**src/hw/rtl/gwm_pkg.sv**
```systemverilog
// ----------------------------------------------------------------------------
// gwm_pkg
// shared types and constants of the glob wildcard matcher
// ----------------------------------------------------------------------------
package gwm_pkg;

    localparam int MAX_PATTERN_DEF = 64;

    localparam logic [7:0] STAR_CHAR = 8'h2A;
    localparam logic [7:0] ANY_CHAR  = 8'h3F;

    typedef enum logic [1:0] {
        OP_CLEAR   = 2'd0,
        OP_APPEND  = 2'd1,
        OP_SUBJECT = 2'd2,
        OP_END     = 2'd3
    } op_t;

    typedef struct packed {
        logic       clear;
        logic       append;
        logic       advance;
        logic       rearm;
        logic [7:0] char_value;
    } cell_ctrl_t;

endpackage

```
**src/hw/rtl/gwm_item_if.sv**
```systemverilog
// ----------------------------------------------------------------------------
// gwm_item_if
// valid/ready channel carrying one op word of the matcher
// ----------------------------------------------------------------------------
interface gwm_item_if;
    logic       valid;
    logic       ready;
    logic [1:0] op;
    logic [7:0] char_value;

    modport source (output valid, output op, output char_value, input ready);
    modport sink   (input valid, input op, input char_value, output ready);
endinterface

```
**src/hw/rtl/gwm_result_if.sv**
```systemverilog
// ----------------------------------------------------------------------------
// gwm_result_if
// valid/ready channel carrying one match result word
// ----------------------------------------------------------------------------
interface gwm_result_if;
    logic valid;
    logic ready;
    logic matched;
    logic pattern_overflow;

    modport source (output valid, output matched, output pattern_overflow, input ready);
    modport sink   (input valid, input matched, input pattern_overflow, output ready);
endinterface

```
**src/hw/rtl/gwm_cell.sv**
```systemverilog
// ----------------------------------------------------------------------------
// gwm_cell
// one pattern position: stored byte, loaded bit and active bit
// ----------------------------------------------------------------------------
module gwm_cell
    import gwm_pkg::*;
#(
    parameter logic ACT_INIT = 1'b0
)
(
    input  logic       clk,
    input  logic       rst_n,
    input  cell_ctrl_t ctrl,
    input  logic       loaded_in,
    input  logic       step_in,
    input  logic       close_in,
    output logic       loaded,
    output logic       act,
    output logic       step_out,
    output logic       close_out
);

    logic [7:0] char_reg;
    logic [7:0] char_next;
    logic       loaded_reg;
    logic       loaded_next;
    logic       act_reg;
    logic       act_next;
    logic       write_here;
    logic       star_cur;
    logic       star_next;
    logic       hit;

    assign write_here  = ctrl.append & loaded_in & ~loaded_reg;
    assign char_next   = write_here ? ctrl.char_value : char_reg;
    assign loaded_next = ctrl.clear ? 1'b0 : (loaded_reg | write_here);

    assign star_cur  = loaded_reg & (char_reg == STAR_CHAR);
    assign star_next = loaded_next & (char_next == STAR_CHAR);
    assign hit       = (char_reg == ANY_CHAR) | (char_reg == ctrl.char_value);

    assign step_out = act_reg & loaded_reg & ~star_cur & hit;

    always_comb
    begin
        if (ctrl.rearm)
        begin
            act_next = close_in;
        end
        else if (ctrl.advance)
        begin
            act_next = (act_reg & star_cur) | step_in | close_in;
        end
        else
        begin
            act_next = act_reg;
        end
    end

    assign close_out = act_next & star_next;

    always_ff @(posedge clk)
    begin
        char_reg <= char_next;
    end

    always_ff @(posedge clk or negedge rst_n)
    begin
        if (!rst_n)
        begin
            loaded_reg <= 1'b0;
            act_reg    <= ACT_INIT;
        end
        else
        begin
            loaded_reg <= loaded_next;
            act_reg    <= act_next;
        end
    end

    assign loaded = loaded_reg;
    assign act    = act_reg;

endmodule

```
**src/hw/rtl/glob_wildcard_match_core.sv**
```systemverilog
// ----------------------------------------------------------------------------
// glob_wildcard_match_core
// streaming glob matcher built as a row of pattern cells
// ----------------------------------------------------------------------------
// The pattern sits in a row of MAX_PATTERN cells, one byte per cell, loaded by
// append words after a clear word; '*' matches any run, '?' any one byte.
// Words may follow back to back while item.ready holds: a subject byte
// updates all cells at once, with activity rippling forward through '*' cells
// inside the same cycle, so that ripple across the row sets the clock period.
// An end word returns one result word (matched, pattern_overflow) through an
// output register and rearms for the next subject; the item side stalls only
// while a result word waits on a sink that is not ready. Appends past the
// capacity set a sticky overflow flag that forces no match until the next
// clear. Pattern bytes start undefined and need no clearing pass after reset.
// ----------------------------------------------------------------------------
module glob_wildcard_match_core
    import gwm_pkg::*;
#(
    parameter int MAX_PATTERN = MAX_PATTERN_DEF
)
(
    input  logic         clk,
    input  logic         rst_n,
    gwm_item_if.sink     item,
    gwm_result_if.source result
);

    cell_ctrl_t           ctrl;
    op_t                  op;
    logic                 accept;
    logic                 end_word;

    logic [MAX_PATTERN:0]   loaded_link;
    logic [MAX_PATTERN:0]   step_link;
    logic [MAX_PATTERN:0]   close_link;
    logic [MAX_PATTERN-1:0] loaded_vec;
    logic [MAX_PATTERN-1:0] act_vec;

    logic act_end_reg;
    logic act_end_next;
    logic ovf_reg;
    logic ovf_next;
    logic tail_hit;

    logic res_valid_reg;
    logic res_valid_next;
    logic res_matched_reg;
    logic res_ovf_reg;

    assign op          = op_t'(item.op);
    assign item.ready  = ~res_valid_reg | result.ready;
    assign accept      = item.valid & item.ready;
    assign end_word    = accept & (op == OP_END);

    assign ctrl.clear      = accept & (op == OP_CLEAR);
    assign ctrl.append     = accept & (op == OP_APPEND);
    assign ctrl.advance    = accept & (op == OP_SUBJECT);
    assign ctrl.rearm      = accept & (op != OP_SUBJECT);
    assign ctrl.char_value = item.char_value;

    // neighbour links, position zero seeds the chain
    assign loaded_link[0] = 1'b1;
    assign step_link[0]   = 1'b0;
    assign close_link[0]  = ctrl.rearm;

    for (genvar i = 0; i < MAX_PATTERN; i++)
    begin : g_cell
        gwm_cell #(
            .ACT_INIT (i == 0)
        ) u_cell (
            .clk       (clk),
            .rst_n     (rst_n),
            .ctrl      (ctrl),
            .loaded_in (loaded_link[i]),
            .step_in   (step_link[i]),
            .close_in  (close_link[i]),
            .loaded    (loaded_link[i+1]),
            .act       (act_vec[i]),
            .step_out  (step_link[i+1]),
            .close_out (close_link[i+1])
        );
    end

    assign loaded_vec = loaded_link[MAX_PATTERN:1];

    // end position past the last cell
    always_comb
    begin
        if (ctrl.rearm)
        begin
            act_end_next = close_link[MAX_PATTERN];
        end
        else if (ctrl.advance)
        begin
            act_end_next = step_link[MAX_PATTERN] | close_link[MAX_PATTERN];
        end
        else
        begin
            act_end_next = act_end_reg;
        end
    end

    always_comb
    begin
        if (ctrl.clear)
        begin
            ovf_next = 1'b0;
        end
        else if (ctrl.append & loaded_link[MAX_PATTERN])
        begin
            ovf_next = 1'b1;
        end
        else
        begin
            ovf_next = ovf_reg;
        end
    end

    // only the position at the pattern end can be active beyond the loaded cells
    assign tail_hit = (|(act_vec & ~loaded_vec)) | act_end_reg;

    assign res_valid_next = end_word | (res_valid_reg & ~result.ready);

    always_ff @(posedge clk or negedge rst_n)
    begin
        if (!rst_n)
        begin
            act_end_reg   <= 1'b0;
            ovf_reg       <= 1'b0;
            res_valid_reg <= 1'b0;
        end
        else
        begin
            act_end_reg   <= act_end_next;
            ovf_reg       <= ovf_next;
            res_valid_reg <= res_valid_next;
        end
    end

    always_ff @(posedge clk)
    begin
        if (end_word)
        begin
            res_matched_reg <= tail_hit & ~ovf_reg;
            res_ovf_reg     <= ovf_reg;
        end
    end

    assign result.valid            = res_valid_reg;
    assign result.matched          = res_matched_reg;
    assign result.pattern_overflow = res_ovf_reg;

    // loaded cells form a contiguous run from position zero
    a_loaded_contiguous: assert property (@(posedge clk) disable iff (!rst_n)
        ((loaded_vec >> 1) & ~loaded_vec) == '0)
        else $error("loaded cells not contiguous");

    // no position beyond the pattern end is active
    a_no_act_past_end: assert property (@(posedge clk) disable iff (!rst_n)
        ({act_end_reg, act_vec} & ~{loaded_vec, 1'b1}) == '0)
        else $error("active position past pattern end");

    // a rearm always leaves position zero active
    a_rearm_start: assert property (@(posedge clk) disable iff (!rst_n)
        ctrl.rearm |=> act_vec[0])
        else $error("position zero inactive after rearm");

    // clear drops the overflow flag
    a_clear_ovf: assert property (@(posedge clk) disable iff (!rst_n)
        ctrl.clear |=> !ovf_reg)
        else $error("overflow flag survived clear");

endmodule

```
**src/flat_wrapper.sv**
```systemverilog
// flat-port wrapper written by rule: the top's interface ports become plain ports
module glob_wildcard_match_core_flat import gwm_pkg::*;
#(
    parameter int MAX_PATTERN = MAX_PATTERN_DEF
)
  (clk, rst_n, item_valid, item_op, item_char_value, item_ready, result_valid, result_matched, result_pattern_overflow, result_ready);
  gwm_item_if item_i ();
  gwm_result_if result_i ();
  input  logic clk;
  input  logic rst_n;
  input wire logic [$bits(item_i.valid)-1:0] item_valid;
  input wire logic [$bits(item_i.op)-1:0] item_op;
  input wire logic [$bits(item_i.char_value)-1:0] item_char_value;
  output wire logic [$bits(item_i.ready)-1:0] item_ready;
  output wire logic [$bits(result_i.valid)-1:0] result_valid;
  output wire logic [$bits(result_i.matched)-1:0] result_matched;
  output wire logic [$bits(result_i.pattern_overflow)-1:0] result_pattern_overflow;
  input wire logic [$bits(result_i.ready)-1:0] result_ready;
  assign item_i.valid = item_valid;
  assign item_i.op = item_op;
  assign item_i.char_value = item_char_value;
  assign item_ready = item_i.ready;
  assign result_valid = result_i.valid;
  assign result_matched = result_i.matched;
  assign result_pattern_overflow = result_i.pattern_overflow;
  assign result_i.ready = result_ready;
  glob_wildcard_match_core #(.MAX_PATTERN(MAX_PATTERN)) u_core (.clk(clk), .rst_n(rst_n), .item(item_i), .result(result_i));
endmodule
```
**config.mk**
```make
export PLATFORM = sky130hd
export DESIGN_NAME = glob_wildcard_match_core_flat
export DESIGN_NICKNAME = d
export VERILOG_FILES = /design/src/hw/rtl/gwm_pkg.sv /design/src/hw/rtl/gwm_item_if.sv /design/src/hw/rtl/gwm_result_if.sv /design/src/hw/rtl/gwm_cell.sv /design/src/hw/rtl/glob_wildcard_match_core.sv /design/src/flat_wrapper.sv
export SDC_FILE = /design/constraint.sdc
export NUM_CORES = 2
export LEC_CHECK = 0
export BUFFER_PORTS_ARGS = -buffer_cell sky130_fd_sc_hd__buf_2
export CORE_UTILIZATION = 64
export CTS_CLUSTER_DIAMETER = 60
export DETAILED_ROUTE_END_ITERATION = 7
export PLACE_DENSITY_LB_ADDON = 0.15
export SKIP_LAST_GASP = 1
export SYNTH_ARGS = -nofsm -noshare
export SYNTH_HDL_FRONTEND = slang
export SYNTH_SLANG_ARGS = --single-unit
```
**constraint.sdc**
```tcl
create_clock -name clk -period 5.5 [get_ports clk]
set_clock_uncertainty 0.15 [all_clocks]
set_input_delay 0.275 -clock clk [delete_from_list [all_inputs] [get_ports clk]]
set_output_delay 0.275 -clock clk [all_outputs]
set_load 0.005 [all_outputs]
```
==> run summary <==
Maximum root-to-sink buffer count: 3
Die height: 237 microns
Synthesis-to-finish area growth: 10.7%
XOR/XNOR Fraction of Synth Area: 12.7%
Simple-gate share of the synthesized area: 19.7%
Reg2reg start: u_core.result.valid$_DFF_PN0_
Failing checks: design-rule violations
Actual slew at the worst max-slew pin: 1.11 ns
Setup WS post-layout: 0.269 ns
Core ar.: 54200 sq um
Cell variety after synth: 94
Dpl cells: 4392
IO Port Bufs: 17
Yosys top cell area share: 29.0%
Synth Area in Adders: 0%
Leakage: 0.0146 uW
Clock root buffer: clkbuf_16
RSZ-0062 raised after global routing: no
I/O pin cnt: 18
Top_reg_cell synth: dfxtp_1
Max-Cap Viols: 0
DRT antenna net count: 0
GRT overflow: 0
Mapped Avg Cell Area: 9.39 sq um
Worst R2R End: u_core.g_cell[62].u_cell.act$_DFF_PN0_
Flops & latches, synth: 645
Startpoint Class: register
Depth of the CTS H-tree: 3
Sum Neg Setup Slack: 0 ns
WHS Path Cells: 3
Die X: 237 microns
Largest net degree at the start of global routing: 64
PwrDens: 475 nW/um^2
Final Hold Fails: 0
Asr flop ratio synth: 20.3%
Post-route minimum period: 5.23 ns
Hold WC Path Type: in -> reg
Sink Count: 645
CP Capture Type: register
Post-synth EDFFs: 2
Clock latency on the worst-skew pair: 0.64 ns
Reg clk slew, reported paths: 0.06 ns
Mapped Area: 35400 sq um
Critical path required time: 5.90 ns
Worst reg2reg setup slack: 0.27 ns
Hold Crit Endpoint: u_core.g_cell[19].u_cell.loaded$_DFF_PN0_
Yosys warning total: 0
Die Area: 56200 sq um
TritonCTS clock tree: built
Tot GR Track Use: 40.8%
Inserted Clock Buffers: 72
Gpl congestion: 1.01
Antenna violations before repair: 3
Starting Density: 65.2%
Synth top area cells: dfxtp_1 (29%), mux2_2 (14%), dfrtp_1 (9.2%)
Critical path peak fanout: 32
Outcome: complete, but fails checks
Hpwl dp: 80500 microns
HP Start: item_valid
Main combinational cell family by area after synthesis: simple AND/OR/NAND/NOR gates
# DRC: 4
Net Count, Synth: 3781
Final setup fails: 0
Sequential fraction of the synthesis area: 38.4%
R2R depth: 18
Syn Inst Count: 3767
Slew margin rel.: 25.6%
Post-synthesis compound-gate area fraction: 10.3%
Routed Wire Length: 116000 microns
Setup CP Type: reg -> reg
1st-iter DRT viols: 3407
Fraction of synthesized area in multiplexers: 14.9%
DR vias/cell: 6.79
Via total after detailed routing: 30834
Routed len/inst: 25.5 microns
Dpl ws: 0.174 ns
Slew Viols, Final: 0
Core Rows: 85
Fmax: 191 MHz
Drt pass-1 iters: 8
Max reg flops: 512
Crit path DAT: 5.63 ns
NumNets Final: 3795
Synth area leader: dfxtp_1
First-pass GRT wire length: 178000 microns
Period utilization: 95.1%
Vias in the first global route: 30779
Fin cells: 4541
Worst vdd ir: 0.000383 V
Fraction of layout cells with a size suffix above 1: 20.2%
==> final cells by class <==
type / instances / area (sq um)
sequential: 645 / 13600
clock buffer: 106 / 2140
inverter: 122 / 458
multi-input combinational: 2781 / 20400
antenna: 5 / 12.5
tap: 696 / 871
clock inverter: 27 / 349
timing repair buffer: 159 / 1330
fill: 4066 / 15100
==> power by group <==
part           switching (uW)  internal [uW]  leakage (uW)  total, uW
Combinational            2270           2720       0.00744       4990
Sequential               2050           6480       0.00598       8520
Clock                    2070           3010       0.00123       5080
Total                    6380          12200        0.0146      18600
==> per-layer routing <==
layer | vias to the layer above | wire (microns) | part of all wire (%) | track usage [%]
li1 | 13781 | - | - | -
met1 | 15004 | 45300 | 39 | 49.7
met2 | 1621 | 53400 | 46 | 66.5
met3 | 428 | 10900 | 9.4 | 9.87
met4 | 0 | 6210 | 5.4 | 22.1
met5 | - | 0 | 0 | 0
==> critical path, cell delays in order, from the launching register on <==
cell and delay [ns]:
dfrtp_1 0.38, nor2b_2 0.17, inv_2 0.07, buf_4 0.39, nand4_1 0.26, nor2_2 0.13
buf_4 0.19, mux2_2 0.36, nor4_1 0.60, nand3_1 0.23, nor4_1 0.42, nand2_1 0.17
a31oi_1 0.35, o21ai_1 0.22, a31oi_2 0.26, o221ai_2 0.20, a211oi_2 0.31, o211ai_1 0.14
o211ai_1 0.12
==> through the flow <==
step	utilization [%]	total power [uW]	instance area [sq um]	hold WS [ns]
global route	72.2	19400	39100	0.0516
finish	72.2	18600	39200	0.0600
CTS	72.1	18500	39100	0.0217
global placement	67.4	13000	36500	0.0812
floorplan	-	11900	35400	-0.171
detailed placement	67.4	13400	36500	0.0802
==> worst max-delay path by stage <==
stage | to | slack, ns | start
floorplan | u_core.g_cell[62].u_cell.act$_DFF_PN0_ | 1.27 | u_core.g_cell[34].u_cell.loaded$_DFF_PN0_
global route | u_core.g_cell[62].u_cell.act$_DFF_PN0_ | 0.008 | u_core.result.valid$_DFF_PN0_
global placement | u_core.g_cell[62].u_cell.act$_DFF_PN0_ | 0.30 | item_valid
finish | u_core.g_cell[62].u_cell.act$_DFF_PN0_ | 0.27 | u_core.result.valid$_DFF_PN0_
CTS | u_core.g_cell[62].u_cell.act$_DFF_PN0_ | 0.32 | item_op[1]
detailed placement | u_core.g_cell[62].u_cell.act$_DFF_PN0_ | 0.17 | item_valid
==> cell families after synthesis <==
family                    count (synthesis)
buffers and inverters                   341
muxes                                   473
xor gates and xnor gates                512
and+or+nand+nor                        1231
AOI/OAI and AO/OA                       565
DFF                                     645
==> what timing repair did <==
action,CTS,global route
setup endpoints to repair,0,5
hold buffers,9,0
resized for setup,0,4
setup buffers,0,2
hold endpoints to repair,48,0
==> cells in the mapped netlist (31+ instances only) <==
cell	count
and3_1	31
nor2_1	169
nand2_1	229
mux2i_1	35
dfxtp_1	512
nand4b_1	41
mux2_2	438
nand3_1	117
inv_1	121
buf_1	33
nor4_1	96
nor3_1	90
clkbuf_1	96
a21oi_1	159
nor2b_1	35
xnor2_1	363
buf_2	77
dfrtp_1	130
o21ai_0	146
xor2_1	149
nand4_1	201
==> cells in the final DEF (no fill, tap or decap), types with 14 or more instances in the layout <==
cell type	count
o21ai_0	145
xor2_1	149
nor3_1	88
nand2b_1	24
clkbuf_8	17
nor3b_1	15
xnor2_1	363
nor2b_1	33
o22ai_1	27
a21oi_1	159
inv_1	120
dfrtp_1	130
mux2_2	438
clkbuf_16	74
o31ai_1	17
nand4_1	201
nor4_1	95
nand3_1	117
mux2i_1	35
nor2_1	167
nor4b_1	23
clkbuf_1	15
nand2_1	228
a31oi_1	16
or4_1	22
or3_1	29
and3_1	31
dfxtp_1	512
nand4b_1	41
o211ai_1	15
a21o_1	14
buf_4	125
Note: power is estimated with default switching activity, not from simulation.
